[config.mk]
export PLATFORM = sky130hd
export DESIGN_NAME = sync_length_frame_extractor_unit
export DESIGN_NICKNAME = d
export VERILOG_FILES = /design/src/hdl/slfe_pkg.sv /design/src/hdl/slfe_parser.sv /design/src/hdl/sync_length_frame_extractor_unit.sv
export SDC_FILE = /design/constraint.sdc
export NUM_CORES = 1
export LEC_CHECK = 0
export BUFFER_PORTS_ARGS = -buffer_cell sky130_fd_sc_hd__buf_2
export CAP_MARGIN = 20
export CORE_AREA = 2 2 72 74
export DETAILED_ROUTE_END_ITERATION = 16
export DIE_AREA = 0 0 74 76
export GPL_ROUTABILITY_DRIVEN = 0
export PLACE_DENSITY = 0.69
export SYNTH_ARGS = -nofsm -noshare
export SYNTH_HDL_FRONTEND = slang
export SYNTH_HIERARCHICAL = 1
export SYNTH_SLANG_ARGS = --single-unit
[constraint.sdc]
create_clock -name clock -period 2.2 [get_ports clock]
set_input_delay 0.11 -clock clock [delete_from_list [all_inputs] [get_ports clock]]
set_output_delay 0.11 -clock clock [all_outputs]
set_load 0.03 [all_outputs]
[src/hdl/slfe_pkg.sv]
`timescale 1ns / 1ps
// ----------------------------------------------------------------------------
// slfe_pkg
// Types and constants shared by the sync/length frame extractor.
// ----------------------------------------------------------------------------
package slfe_pkg;

   localparam logic [7:0] SYNC_FIRST  = 8'hE2;
   localparam logic [7:0] SYNC_SECOND = 8'h98;
   localparam logic [7:0] SYNC_THIRD  = 8'hA2;

   typedef enum logic [2:0] {
      PH_HUNT    = 3'd0,
      PH_SYNC1   = 3'd1,
      PH_SYNC2   = 3'd2,
      PH_LEN_HI  = 3'd3,
      PH_LEN_LO  = 3'd4,
      PH_PAYLOAD = 3'd5
   } phase_type;

   typedef struct packed {
      logic       valid;
      logic [7:0] data;
      logic       last;
      logic       empty;
   } result_type;

endpackage

[src/hdl/slfe_parser.sv]
`timescale 1ns / 1ps
// ----------------------------------------------------------------------------
// slfe_parser
// Header parser: sync hunt, length capture and payload byte countdown.
// Produces the result for the byte on rx_byte; state advances on take.
// ----------------------------------------------------------------------------
module slfe_parser import slfe_pkg::*; (
   input  logic       clock,
   input  logic       reset,
   input  logic       take,
   input  logic [7:0] rx_byte,
   output result_type result
);

   phase_type   phase_ff, phase_in;
   logic [7:0]  length_high_ff, length_high_in;
   logic [15:0] bytes_left_ff, bytes_left_in;
   logic [15:0] length;
   phase_type   restart;

   assign length  = {length_high_ff, rx_byte};
   assign restart = (rx_byte == SYNC_FIRST) ? PH_SYNC1 : PH_HUNT;

   // next state
   always_comb begin
      phase_in       = phase_ff;
      length_high_in = length_high_ff;
      bytes_left_in  = bytes_left_ff;
      case (phase_ff)
         PH_SYNC1: begin
            phase_in = (rx_byte == SYNC_SECOND) ? PH_SYNC2 : restart;
         end
         PH_SYNC2: begin
            phase_in = (rx_byte == SYNC_THIRD) ? PH_LEN_HI : restart;
         end
         PH_LEN_HI: begin
            length_high_in = rx_byte;
            phase_in       = PH_LEN_LO;
         end
         PH_LEN_LO: begin
            bytes_left_in = length;
            phase_in      = (length == 16'd0) ? PH_HUNT : PH_PAYLOAD;
         end
         PH_PAYLOAD: begin
            if (bytes_left_ff != 16'd0) begin
               bytes_left_in = bytes_left_ff - 16'd1;
               if (bytes_left_ff == 16'd1) begin
                  phase_in = PH_HUNT;
               end
            end else begin
               phase_in = restart;
            end
         end
         default: begin
            phase_in = restart;
         end
      endcase
   end

   // result
   always_comb begin
      result = '0;
      case (phase_ff)
         PH_LEN_LO: begin
            if (length == 16'd0) begin
               result.valid = 1'b1;
               result.last  = 1'b1;
               result.empty = 1'b1;
            end
         end
         PH_PAYLOAD: begin
            result.valid = (bytes_left_ff != 16'd0);
            result.data  = rx_byte;
            result.last  = (bytes_left_ff == 16'd1);
         end
         default: begin
            result = '0;
         end
      endcase
   end

   always_ff @(posedge clock) begin
      if (reset) begin
         phase_ff       <= PH_HUNT;
         length_high_ff <= 8'd0;
         bytes_left_ff  <= 16'd0;
      end else if (take) begin
         phase_ff       <= phase_in;
         length_high_ff <= length_high_in;
         bytes_left_ff  <= bytes_left_in;
      end
   end

endmodule

[src/hdl/sync_length_frame_extractor_unit.sv]
`timescale 1ns / 1ps
// ----------------------------------------------------------------------------
// sync_length_frame_extractor_unit
// Deframer for a byte stream: finds sync E2 98 A2, reads a 16-bit
// big-endian length and forwards the payload bytes, tagging the last one.
// ----------------------------------------------------------------------------
//  channel | dir | tdata           | tlast       | tuser
//  req     | in  | rx_byte[7:0]    | -           | -
//  rsp     | out | payload_byte    | frame_last  | frame_empty
//
//  One byte per cycle while req_tready is high; a result shows the cycle after its byte.
//  The only limit is the single output register: req_tready drops only
//  while a result waits and rsp_tready is low.
//  Synchronous active-high reset returns the parser to sync hunt.
// ----------------------------------------------------------------------------
module sync_length_frame_extractor_unit import slfe_pkg::*; (
   input  logic       clock,
   input  logic       reset,
   input  logic       req_tvalid,
   output logic       req_tready,
   input  logic [7:0] req_tdata,   // [7:0] rx_byte
   output logic       rsp_tvalid,
   input  logic       rsp_tready,
   output logic [7:0] rsp_tdata,   // [7:0] payload_byte
   output logic       rsp_tlast,   // frame_last
   output logic       rsp_tuser    // [0] frame_empty
);

   result_type result;
   logic       accept;
   logic       rsp_valid_ff, rsp_valid_in;
   logic [7:0] rsp_data_ff;
   logic       rsp_last_ff;
   logic       rsp_empty_ff;

   assign req_tready = !rsp_valid_ff || rsp_tready;
   assign accept     = req_tvalid && req_tready;

   slfe_parser u_parser (
      .clock   (clock),
      .reset   (reset),
      .take    (accept),
      .rx_byte (req_tdata),
      .result  (result)
   );

   always_comb begin
      rsp_valid_in = rsp_valid_ff;
      if (accept) begin
         rsp_valid_in = result.valid;
      end else if (rsp_tready) begin
         rsp_valid_in = 1'b0;
      end
   end

   always_ff @(posedge clock) begin
      if (reset) begin
         rsp_valid_ff <= 1'b0;
      end else begin
         rsp_valid_ff <= rsp_valid_in;
      end
   end

   always_ff @(posedge clock) begin
      if (accept) begin
         rsp_data_ff  <= result.data;
         rsp_last_ff  <= result.last;
         rsp_empty_ff <= result.empty;
      end
   end

   assign rsp_tvalid = rsp_valid_ff;
   assign rsp_tdata  = rsp_data_ff;
   assign rsp_tlast  = rsp_last_ff;
   assign rsp_tuser  = rsp_empty_ff;

endmodule
Word level (Yosys, flattened, before mapping)
Index checks and enable logic that the tools add are counted.
Cells by class
  equal/unequal tests: 11
  add/subtract/negate cells: 1
  reduce and logical (&&, ||, !) cells: 10
  muxes and demuxes: 15
Operator list (count)
  $pmux W16 S2: 1
  $eq A8 B8 Y1 const B: 3
  $eq A16 B1 Y1 const B: 1
  $logic_not A16 Y1: 1
  $mux W16: 1
  $reduce_bool A16 Y1: 1
  $sub A16 B1 Y16 const B: 1
  $mux W3: 5
  $pmux W3 S5: 1
  $eq A3 B2 Y1 const B: 2
  $eq A3 B3 Y1 const B: 2
  $mux W1: 4
  $pmux W1 S2: 2
  $reduce_and A2 Y1: 2
  $reduce_bool A2 Y1: 2
  $eq A3 B1 Y1 const B: 1
  $ne A3 B2 Y1 const B: 1
  $reduce_and A3 Y1: 1
  $mux W2: 1
  $ne A2 B1 Y1 const B: 1
  $logic_and A1 B1 Y1: 1
  $logic_not A1 Y1: 1
  $logic_or A1 B1 Y1: 1
Word-level totals
  output and inout port bits: 12
  register bits: 38
  input port bits: 12

Longest topological paths before layout
Gate-level depths: netlist of run 1.
  depth after elaboration: 4
  mapped depth: 7
  depth with buffers taken out: 6

By module
Netlist of run 1, hierarchy kept.
Modules (own cells, without submodules)
  slfe_parser: cells an instance 251, times used 1, area each 1799.2 µm²
  sync_length_frame_extractor_unit: cells an instance 15, times used 1, area each 351.6 µm²

Least setup slack after synthesis of run 1
Ideal clock, no wire load.
  kind: register to register
  start: register rsp_valid_ff, in the netlist rsp_tvalid
  end: register u_parser.bytes_left_ff[13]
  arrival: 1654 ps
  setup slack: 472 ps
  stages on the path, launching flop included: 8
  required time: 2126 ps
  path buffers: 1
  library setup time: 74 ps
  period minus slack after synthesis: 1728 ps
  cell sequence: dfxtp_1 nand2b_4 and2_4 nand3_1 a41oi_2 buf_4 nand2_1 a31oi_1
Between the ends
  cells in the longest elaborated chain, start to end: 4
Ends and longest elaborated chain
  from (decl): RTL line sync_length_frame_extractor_unit.sv:31  | logic rsp_valid_ff, rsp_valid_in;
  from (signal assigned): RTL line sync_length_frame_extractor_unit.sv:60  | rsp_valid_ff <= rsp_valid_in;
  $logic_not A1 Y1: RTL line sync_length_frame_extractor_unit.sv:36  | assign req_tready = !rsp_valid_ff || rsp_tready;
  $logic_or A1 B1 Y1: RTL line sync_length_frame_extractor_unit.sv:36
  via req_tready: RTL line sync_length_frame_extractor_unit.sv:20  | output logic req_tready,
  $logic_and A1 B1 Y1: RTL line sync_length_frame_extractor_unit.sv:37  | assign accept = req_tvalid && req_tready;
  via accept: RTL line sync_length_frame_extractor_unit.sv:30  | logic accept;
  $reduce_and A3 Y1 (no source line)
  to (signal assigned): RTL line slfe_parser.sv:90  | bytes_left_ff <= bytes_left_in;
  to (decl): RTL line slfe_parser.sv:17  | logic [15:0] bytes_left_ff, bytes_left_in;
The timed path passes the listed nets, and every way through them passes these cells.
A chain may end at the register's enable or synchronous reset.

Final worst setup path of run 1
  start: register u_parser.bytes_left_ff[12]
  end: register u_parser.bytes_left_ff[14]
Between the ends
  cells in the longest elaborated chain, start to end: 3
  elaborated cells between the ends (all ways): 6
  classes of those cells: add/sub: 1; eq/ne: 1; mux: 2; reduce/logical: 2
Ends and longest elaborated chain (RTL line)
  $sub A16 B1 Y16 / $reduce_bool A16 Y1 (equally long branches): slfe_parser.sv:46, slfe_parser.sv:45
  $mux W16 / $ne A2 B1 Y1 (equally long branches)
  $pmux W16 S2 / $reduce_and A3 Y1 (equally long branches)
Several ways; a longest one is shown, not always the timed one. The select of a mux whose other input is x is not followed.

==> results.md, run 1 <==
* Tcrit/Tclk final at between 80% and 90%
* Post-synthesis register bit count at 38
* Tightest Pin Transition at 720.8 ps
* H-tree Lvls at 2
* Max Root-Sink Buffers at 2
* Area growth from synthesis to layout at 11.23%
* Maxcap violations at 0
* Register area at 860.8 µm²
* Vias at 1,991
* Core ar. at 4912 µm²
* Total power at around 1.3 mW
* Mapped Avg Cell Area at 8.086 µm²
* Leak Pwr at around 0.85 nW
* Reg2reg end: u_parser/bytes_left_ff[14]
* Critical-path cell list: nor4_2 -> and2_4 -> a41oi_2 -> mux2i_1 -> a21oi_1
* Post-route cell area at 2392 µm²
* Slowest cell delay on critical path at 430 ps
* Initial core utilization at 43.79%
* Post-route ant nets at 0
* Register area share after synthesis at 40.02%
* Die Height at about 76 µm
* Initial antenna violation count at 0
* DP Area at roughly 2300 µm²
* Maximum clock frequency at between 500 and 600 MHz
* Hold Path Depth at 3
* Peak VDD IR at 275.8 µV
* Die area at between 5000 and 6000 µm²
* Crit Path Class: flip-flop to flip-flop
* Unrepaired setup endpoints after global routing: no
* Cts bufs inserted at 5
* HP Start: req_tvalid
* TritonCTS clock tree: yes
* Arrival @ worst endpoint at 2080 ps
* Layout fillers at between 400 and 500
* Largest net degree at the start of global routing at 34
* Endpoint, Worst Hold: rsp_tvalid
* GR Util met2 at approximately 29%
* First-pass GRT wire length at 8.404 mm
* Hpwl dp at 3.651 mm
* Final Slew Violations at 0
* CTS clk-pin slew, worst paths at 70 ps
* Clk sink count at 38
* Diodes inserted at 0
* Slowest-stage cell, CP: nor4_2
* Min Clock Period, post-route at 1924 ps
* Vias in the first global route at 1,755
* Reg2Reg Launch Point: u_parser/bytes_left_ff[12]
* Most frequent cells in the layout: nand2_1, a21oi_1, dfxtp_1
* Outcome: complete, no violations
* Hold WS at roughly 79 ps
* Top-Level Pins at 24
* WP data required at 2350 ps
* Share of cells above drive strength 1 at between 10% and 20%
* Ys async rst share at 0%
* Most Crowded Layer GR: met2
* Crit Path Max Fanout at 16
* Grt total ovfl at 0
* Worst-skew pair later-pin latency at 290 ps
* Global Route met1 Usage at 26.99%
* Worst path bufs/invs at 0
* Row count at 26
* Hold WC Path Type: input port to flip-flop
* Final hold viol count at 0
* Post_cts resized at 0
* Post-route setup slack at 276.3 ps
* Final Net Count at 301
* Pwr dens at 533.0 nW/µm²
* Ys flop type: dfxtp_1
* CP Capture Type: flip-flop
* Place WS at approximately 280 ps
* GRT Util Overall at a little under a fifth
* Pre-antenna DRT Iters at 4
* Most common cell after layout, fill and taps aside: nand2_1
* Setup TNS at 0 ps
* Post-synth net total at 282
* DRC viols at 0
* Relative slew slack at 51.95%
* Hold_buf cts at 0
* CP delay by family, top: simple AND/OR/NAND/NOR gates
* Port bufs at 23
* Die Wd at around 74 µm
* Synth warn at 6
* R2R cell count at 5
* R2r setup slk at between 200 and 300 ps
* Post-synth EDFFs at 10
* CTS Root Cell: clkbuf_8
* Synthesized instance count at 266
* Average wire per standard cell at 14.55 µm
* Post-CTS setup buffer count at 0
* DRT Wirelength at 5.180 mm
* Number of vias per cell at approximately 5.6
* Final setup viols at 0
* Synth unique cells at a little under 50
* Met3 usage at 4.101%
* Startpoint Class: flip-flop
* Multi-input logic area at 1206 µm²
* Clock skew at roughly 4.6 ps
* Synth Cell Area at 2151 µm²
* 1st-iter DRT viols at about 130
power by group:
| group | switching [mW] | internal, mW |
|---|---|---|
| logic | 0.0606 | 0.0283 |
| clock network | 0.238 | 0.218 |
| registers | 0.00606 | 0.724 |
worst reg2reg max path, cell delays in order (launching register included):
cell	delay [ps]
dfxtp_1	370
nor4_2	430
and2_4	240
a41oi_2	390
mux2i_1	280
a21oi_1	80
worst max-delay path by stage:
stage,to,cells after the start,from
6_report,u_parser/bytes_left_ff[14],5,u_parser/bytes_left_ff[12]
5_1_grt,u_parser/bytes_left_ff[14],5,u_parser/bytes_left_ff[9]
4_1_cts,u_parser/bytes_left_ff[14],6,rsp_tvalid
3_5_place_dp,u_parser/bytes_left_ff[14],6,rsp_tvalid
3_3_place_gp,u_parser/bytes_left_ff[14],6,rsp_tvalid
2_1_floorplan,u_parser/bytes_left_ff[13],7,rsp_tvalid
cells by family after synthesis:
| kind of cell | count (synthesis) | synth area share (%) |
|---|---|---|
| fa+ha+maj | 4 | 2.327 |
| buf+inv | 18 | 3.898 |
| compound gates | 74 | 21.52 |
| simple gates | 130 | 31.30 |
| mux | 2 | 0.9308 |
| flops | 38 | 40.02 |
area by class of cell:
| cell class | instances | area share (%) |
|---|---|---|
| clock buffer | 6 | 3.033 |
| tap | 70 | 3.661 |
| multi-input combinational | 210 | 50.42 |
| timing repair buffer | 27 | 6.067 |
| inverter | 3 | 0.4707 |
| sequential | 38 | 35.98 |
| clock inverter | 2 | 0.3661 |
metal layers:
layer / part of all wire (%) / vias to the layer above
met5: 0 / -
met4: 2.1 / 0
met3: 6.5 / 11
met2: 45 / 81
met1: 46 / 908
li1: - / 991
per-stage QoR:
step	std cells	util (%)
floorplan	266	-
global placement	348	47.05
detailed placement	348	47.05
CTS	356	48.70
global route	356	48.70
finish	356	48.70
cells in the mapped netlist (all sizes together) (3+ instances only):
master / number / area, µm²
a21oi: 30 / 150.1
a31oi: 5 / 31.28
and2: 15 / 98.85
and3b: 3 / 26.28
buf: 7 / 42.54
clkbuf: 8 / 30.03
dfxtp: 28 / 560.5
edfxtp: 10 / 300.3
ha: 4 / 50.05
inv: 3 / 11.26
nand2: 50 / 187.7
nand2b: 6 / 45.04
nand3: 9 / 45.04
nand4: 5 / 31.28
nor2: 19 / 71.32
nor3: 11 / 60.06
nor4: 4 / 52.55
o21ai: 18 / 90.09
or3: 3 / 18.77
registers in the layout (all words and copies together) (netlist names):
name                     count
rsp_tdata                    8
rsp_tlast                    1
u_parser/phase_ff            3
u_parser/length_high_ff      8
u_parser/bytes_left_ff      16
rsp_tvalid                   1
rsp_tuser                    1
No activity file was read; power rests on OpenSTA's default activity.
==> inputs of run 2 (changes only) <==
- SETUP_SLACK_MARGIN: unset -> 0.4
==> run 2 against run 1 <==
  * Register-to-register slack better by 190 ps
  * Via count is 2.3% higher
  * Maximum frequency is 11% higher
  * Clock-buffer cell count unchanged
  * Global-route usage up 0.24 points
  * Non-clock buffer count up 5
  * Final cell count rose by 1.4%
  * Routed wire length rose by 3.7%
  * Largest cell class unchanged
  * Total power is 0.49% higher
  * Sequential power barely moved
  * First-iteration DRC count up 21%
  * Die area unchanged
==> results.md, run 2 (synthesis gave the netlist of run 1 again) <==
* Maximum clock frequency at 576.0 MHz
* HP Start: req_tvalid
* Max Root-Sink Buffers at 2
* Outcome: complete, no violations
* Switching Fraction at 24.23%
* Vias in the first global route at about 1,800
* Slowest-stage cell, CP: a2111oi_2
* Min Clock Period, post-route at approximately 1700 ps
* Post-route setup slack at 463.8 ps
* Most common cell after layout, fill and taps aside: nand2_1
* R2r setup slk at 460 ps
* Peak VDD IR at between 200 and 300 µV
* Pwr dens at 513.1 nW/µm²
* Crit Path Max Fanout at 6
* Tcrit/Tclk final at 78.92%
* CP Capture Type: flip-flop
* Post-route cell area at 2497 µm²
* Share of cells above drive strength 1 at 19.24%
* Initial core utilization at 43.79%
* Hold Path Depth at 3
* Core Util, Final at 50.84%
* Unrepaired setup endpoints after global routing: yes
* Area growth from synthesis to layout at 16.11%
* Post-route ant nets at 0
* Die Height at 76 µm
* Slowest cell delay on critical path at 390 ps
* Reg2Reg Launch Point: u_parser/bytes_left_ff[12]
* Layout fillers at about 480
* Number of vias per cell at 5.643
* Top-Level Pins at 24
* Most frequent cells in the layout: nand2_1, a21oi_1, dfxtp_1
* Arrival @ worst endpoint at 1970 ps
* Place WS at 280.5 ps
* Max FFs per register at 16
* Vias at 2,037
* Pre-antenna DRT Iters at 5
* Worst path bufs/invs at 0
* Relative slew slack at 62.47%
* CTS Root Cell: clkbuf_8
* TritonCTS clock tree: yes
* CP delay by family, top: simple AND/OR/NAND/NOR gates
* Final Slew Violations at 0
* DRC viols at 0
* Clk sink count at 38
* Clock network fraction of total power at 35.9%
* First-pass GRT wire length at roughly 8.5 mm
* Startpoint Class: flip-flop
* Average wire per standard cell at about 15 µm
* Crit Path Class: flip-flop to flip-flop
* CTS clk-pin slew, worst paths at about 70 ps
* Setup TNS at 0 ps
* Endpoint, Worst Hold: rsp_tvalid
* Final Net Count at 306
* WP data required at 2430 ps
* Die area at 5624 µm²
* Total power at 1.281 mW
* Core ar. at 4912 µm²
* R2R cell count at 5
* Hpwl dp at around 3.7 mm
* Hold WS at 78.15 ps
* Reg2reg end: u_parser/phase_ff[0]
* Worst-skew pair later-pin latency at between 200 and 300 ps
* Die Wd at 74 µm
* Tightest Pin Transition at 562.9 ps
* GRT Util Overall at 19.34%
* 1st-iter DRT viols at 161
* Row count at 26
* Largest Register: u_parser/bytes_left_ff
* Final hold viol count at 0
* Hold WC Path Type: input port to flip-flop
* Power share of the combinational group at around 7.0%
* DP Area at 2311 µm²
* Port bufs at 23
* Cts bufs inserted at 5
* Final std cells w/o fill at between 300 and 400
* Maxcap violations at 0
* H-tree Lvls at 2
* Seq pwr share at 57.1%
* Placed cell count at 348
* Final setup viols at 0
* Diodes inserted at 0
* Initial antenna violation count at 0
* Clock skew at 4.818 ps
* Critical-path cell list: nor4_4 -> and2_4 -> nand3_1 -> a2111oi_2 -> o31a_1
* Grt total ovfl at 0
* Largest net degree at the start of global routing at 34
* DRT Wirelength at about 5.4 mm
* Sw power at 310.5 µW
* Internal power at 970.9 µW
* Leak Pwr at 0.8925 nW
[run 2: cell count changes in the layout (fill, tap and decap cells not counted), sizes merged]
| cell | delta |
|---|---|
| buf | +5 |
[run 2: area by class of cell]
cell class | count | area (µm²) | area share, %
clock inverter | 2 | 8.758 | 0.3507
sequential | 38 | 862.1 | 34.52
inverter | 3 | 11.26 | 0.4509
tap | 70 | 87.58 | 3.507
timing repair buffer | 32 | 195.2 | 7.816
clock buffer | 6 | 72.57 | 2.906
multi-input combinational | 210 | 1260 | 50.45
[run 2: worst register-to-register path, delay by kind of cell (launching register included)]
family,cells,cell delay [ps]
flops,1,380
compound gates,2,560
simple gates,3,740
[run 2: power by group through the flow]
stage	logic (mW)	clock network (mW)	registers (mW)
after floorplan	0.0400	0	0.758
after global placement	0.0884	0	0.746
after detailed placement	0.0888	0	0.746
after CTS	0.0892	0.474	0.731
after global routing	0.0969	0.502	0.732
final	0.0900	0.460	0.732
[run 2: routing by layer]
metal / track usage (%) / up-vias / wire length (µm)
li1: - / 998 / -
met1: 26.99 / 939 / 2461
met2: 29.55 / 93 / 2524
met3: 4.101 / 7 / 320
met4: 6.364 / 0 / 68
met5: 0 / - / 0
[run 2: worst max-delay path by stage]
stage	cells past startpoint	slack, ps	end	from
4_1_cts	6	390	u_parser/bytes_left_ff[14]	rsp_tvalid
2_1_floorplan	7	470	u_parser/bytes_left_ff[13]	rsp_tvalid
3_3_place_gp	6	330	u_parser/bytes_left_ff[14]	rsp_tvalid
3_5_place_dp	6	280	u_parser/bytes_left_ff[14]	rsp_tvalid
6_report	5	460	u_parser/phase_ff[0]	u_parser/bytes_left_ff[12]
5_1_grt	5	390	u_parser/phase_ff[0]	u_parser/bytes_left_ff[12]
[run 2: timing repair]
item	CTS	global route
pin swaps	0	2
hold buffers	0	0
setup buffers	0	5
gates resized for setup	5	8
endpoints found under the setup margin	15	17
==> inputs of run 3 (changes only) <==
- clock period: 2.2 -> 1.6 ns (I/O delays scaled with it)
==> run 3 against run 2 <==
  * The flow now finishes with violations (negative setup slack)
  * Global-route usage increased by 4.4 points
  * Utilization rose by 14 points
  * Sequential power increased by 37%
  * Routed wire length increased by 32%
  * Combinational power grew 110%
  * Largest cell class unchanged
==> results.md, run 3 (synthesis gave the netlist of run 1 again) <==
* Outcome: finished, violations left
* Violated checks: negative setup slack
* Max Root-Sink Buffers at 2
* Arrival @ worst endpoint at 1800 ps
* 1st-iter DRT viols at 270
* Startpoint Class: flip-flop
* Port bufs at 23
* Die Height at 76 µm
* Peak VDD IR at 332.1 µV
* Slowest cell delay on critical path at 350 ps
* Maxcap violations at 0
* Hold_buf cts at 0
* Grt total ovfl at 0
* Die area at 5624 µm²
* CP Capture Type: flip-flop
* Layout fillers at 399
* Unrepaired setup endpoints after global routing: yes
* Largest Register: u_parser/bytes_left_ff
* Maximum clock frequency at 608.1 MHz
* Die Wd at 74 µm
* Reg2reg end: rsp_tvalid
* Total power at ~1.8 mW
* HP Start: req_tvalid
* Final Net Count at 358
* Hold Path Depth at 3
* Number of vias per cell at 5.840
* Switching Fraction at ~25%
* Row count at 26
* Endpoint, Worst Hold: rsp_tvalid
* Worst-skew pair later-pin latency at a little under 300 ps
* Critical-path cell list: nor4_4 -> and2_4 -> buf_6 -> a31oi_1 -> o21a_1 -> nand2_1 -> a21oi_1
* Average wire per standard cell at approximately 17 µm
* Crit Path Class: flip-flop to flip-flop
* H-tree Lvls at 2
* Final setup viols at 1
* Most frequent cells in the layout: buf_4, nand2_1, buf_2
* DRC viols at 0
* Clk sink count at 38
* Post-route setup slack at -44.52 ps
* Pwr dens at 578.5 nW/µm²
* CTS Root Cell: clkbuf_8
* Relative slew slack at 66.41%
* TritonCTS clock tree: yes
* Power share of the combinational group at a little over 10%
* CTS clk-pin slew, worst paths at 80 ps
* R2r setup slk at -40 ps
* Max FFs per register at 16
* Cts bufs inserted at 5
* Most common cell after layout, fill and taps aside: buf_4
* Tcrit/Tclk final at 102.8%
* Vias in the first global route at 2,130
* WP data required at 1760 ps
* Hold WC Path Type: input port to flip-flop
* Vias at 2,412
* Pre-antenna DRT Iters at 5
* Core ar. at 4912 µm²
* Diodes inserted at 0
* Largest net degree at the start of global routing at 34
* Final Slew Violations at 0
* Min Clock Period, post-route at 1645 ps
* Crit Path Max Fanout at 6
* Initial core utilization at ~44%
* Slowest-stage cell, CP: dfxtp_1
* Seq pwr share at 54.6%
* First-pass GRT wire length at between 10 and 15 mm
* Tightest Pin Transition at slightly above 500 ps
* DP Area at 2710 µm²
* GRT Util Overall at around a quarter
* Area growth from synthesis to layout at 47.41%
* DRT Wirelength at 7.091 mm
* Post-route ant nets at 0
* Reg2Reg Launch Point: u_parser/bytes_left_ff[12]
* Top-Level Pins at 24
* Hpwl dp at roughly 4.3 mm
* Clock skew at 5.419 ps
* Clock network fraction of total power at 35.1%
* Internal power at about 1.4 mW
* Sw power at 465.3 µW
* Share of cells above drive strength 1 at between 40% and 50%
* Initial antenna violation count at 0
* Place WS at -40.32 ps
* R2R cell count at 7
* Final hold viol count at 0
* Post-route cell area at 3171 µm²
* Leak Pwr at 1.214 nW
[run 3: cell types whose count changed in the layout (fill, tap and decap cells not counted), moves of 4 or more]
cell     previous run  this run
o21ai_0            11         4
buf_6               0         5
o21ai_2             1         6
nand2_2             0         8
nand2_1            50        42
dfxtp_1            27        20
dfxtp_2             1         5
a21oi_2             0        10
a21oi_1            30        20
buf_4               8        50
[run 3: worst max-delay path, delay by kind of cell, from the launching register on]
| kind | cells | cell delay (ps) |
|---|---|---|
| DFF | 1 | 350 |
| AOI/OAI and AO/OA | 3 | 350 |
| and+or+nand+nor | 3 | 680 |
| buffers and inverters | 1 | 120 |
[run 3: layer usage]
| metal | vias up | global-route usage [%] | part of all wire (%) |
|---|---|---|---|
| li1 | 1119 | - | - |
| met1 | 1156 | 31.06 | 41 |
| met2 | 114 | 38.21 | 48 |
| met3 | 23 | 4.497 | 6.9 |
| met4 | 0 | 8.727 | 3.7 |
| met5 | - | 0 | 0 |
[run 3: final cells by class]
cell class	instances	area, µm²	area share, %
Inverter	3	11.26	0.3552
Clock inverter	3	16.27	0.5130
Timing Repair Buffer	81	606.8	19.14
Sequential cell	38	878.3	27.70
Tap cell	70	87.58	2.762
Multi-Input combinational cell	213	1501	47.36
Clock buffer	5	68.82	2.170
[run 3: how the worst max path moves through the flow]
stage	from	endpoint	cells past startpoint
global route	u_parser/bytes_left_ff[12]	rsp_tvalid	7
CTS	u_parser/bytes_left_ff[2]	u_parser/phase_ff[0]	5
floorplan	rsp_tvalid	u_parser/bytes_left_ff[4]	7
detailed placement	u_parser/bytes_left_ff[9]	u_parser/bytes_left_ff[14]	5
global placement	req_tdata[0]	u_parser/phase_ff[0]	6
finish	u_parser/bytes_left_ff[12]	rsp_tvalid	7
[run 3: power by group through the flow]
| stage | registers [mW] | logic (mW) | clock network (mW) |
|---|---|---|---|
| after floorplan | 1.04 | 0.0618 | 0 |
| after global placement | 1.02 | 0.160 | 0 |
| after detailed placement | 1.02 | 0.161 | 0 |
| after CTS | 1.00 | 0.168 | 0.652 |
| after global routing | 1.00 | 0.199 | 0.695 |
| final | 1.00 | 0.190 | 0.644 |
[run 3: timing repair]
item	4_1_cts	5_1_grt
setup endpoints to repair	38	38
pin swaps	22	22
gates resized for setup	33	32
endpoints found under the hold margin	0	0
cloned	2	2
buffers inserted	5	9
[run 3: through the flow]
stage | instances | util, % | hold slack (ps) | TNS, ps
3_3_place_gp | 387 | 55.17 | 339.5 | -27.36
2_1_floorplan | 266 | - | 139.4 | 0
5_1_grt | 413 | 64.54 | 56.39 | -752.1
4_1_cts | 402 | 60.49 | 38.31 | 0
6_report | 413 | 64.54 | 54.41 | -44.52
3_5_place_dp | 387 | 55.17 | 344.8 | -109.3
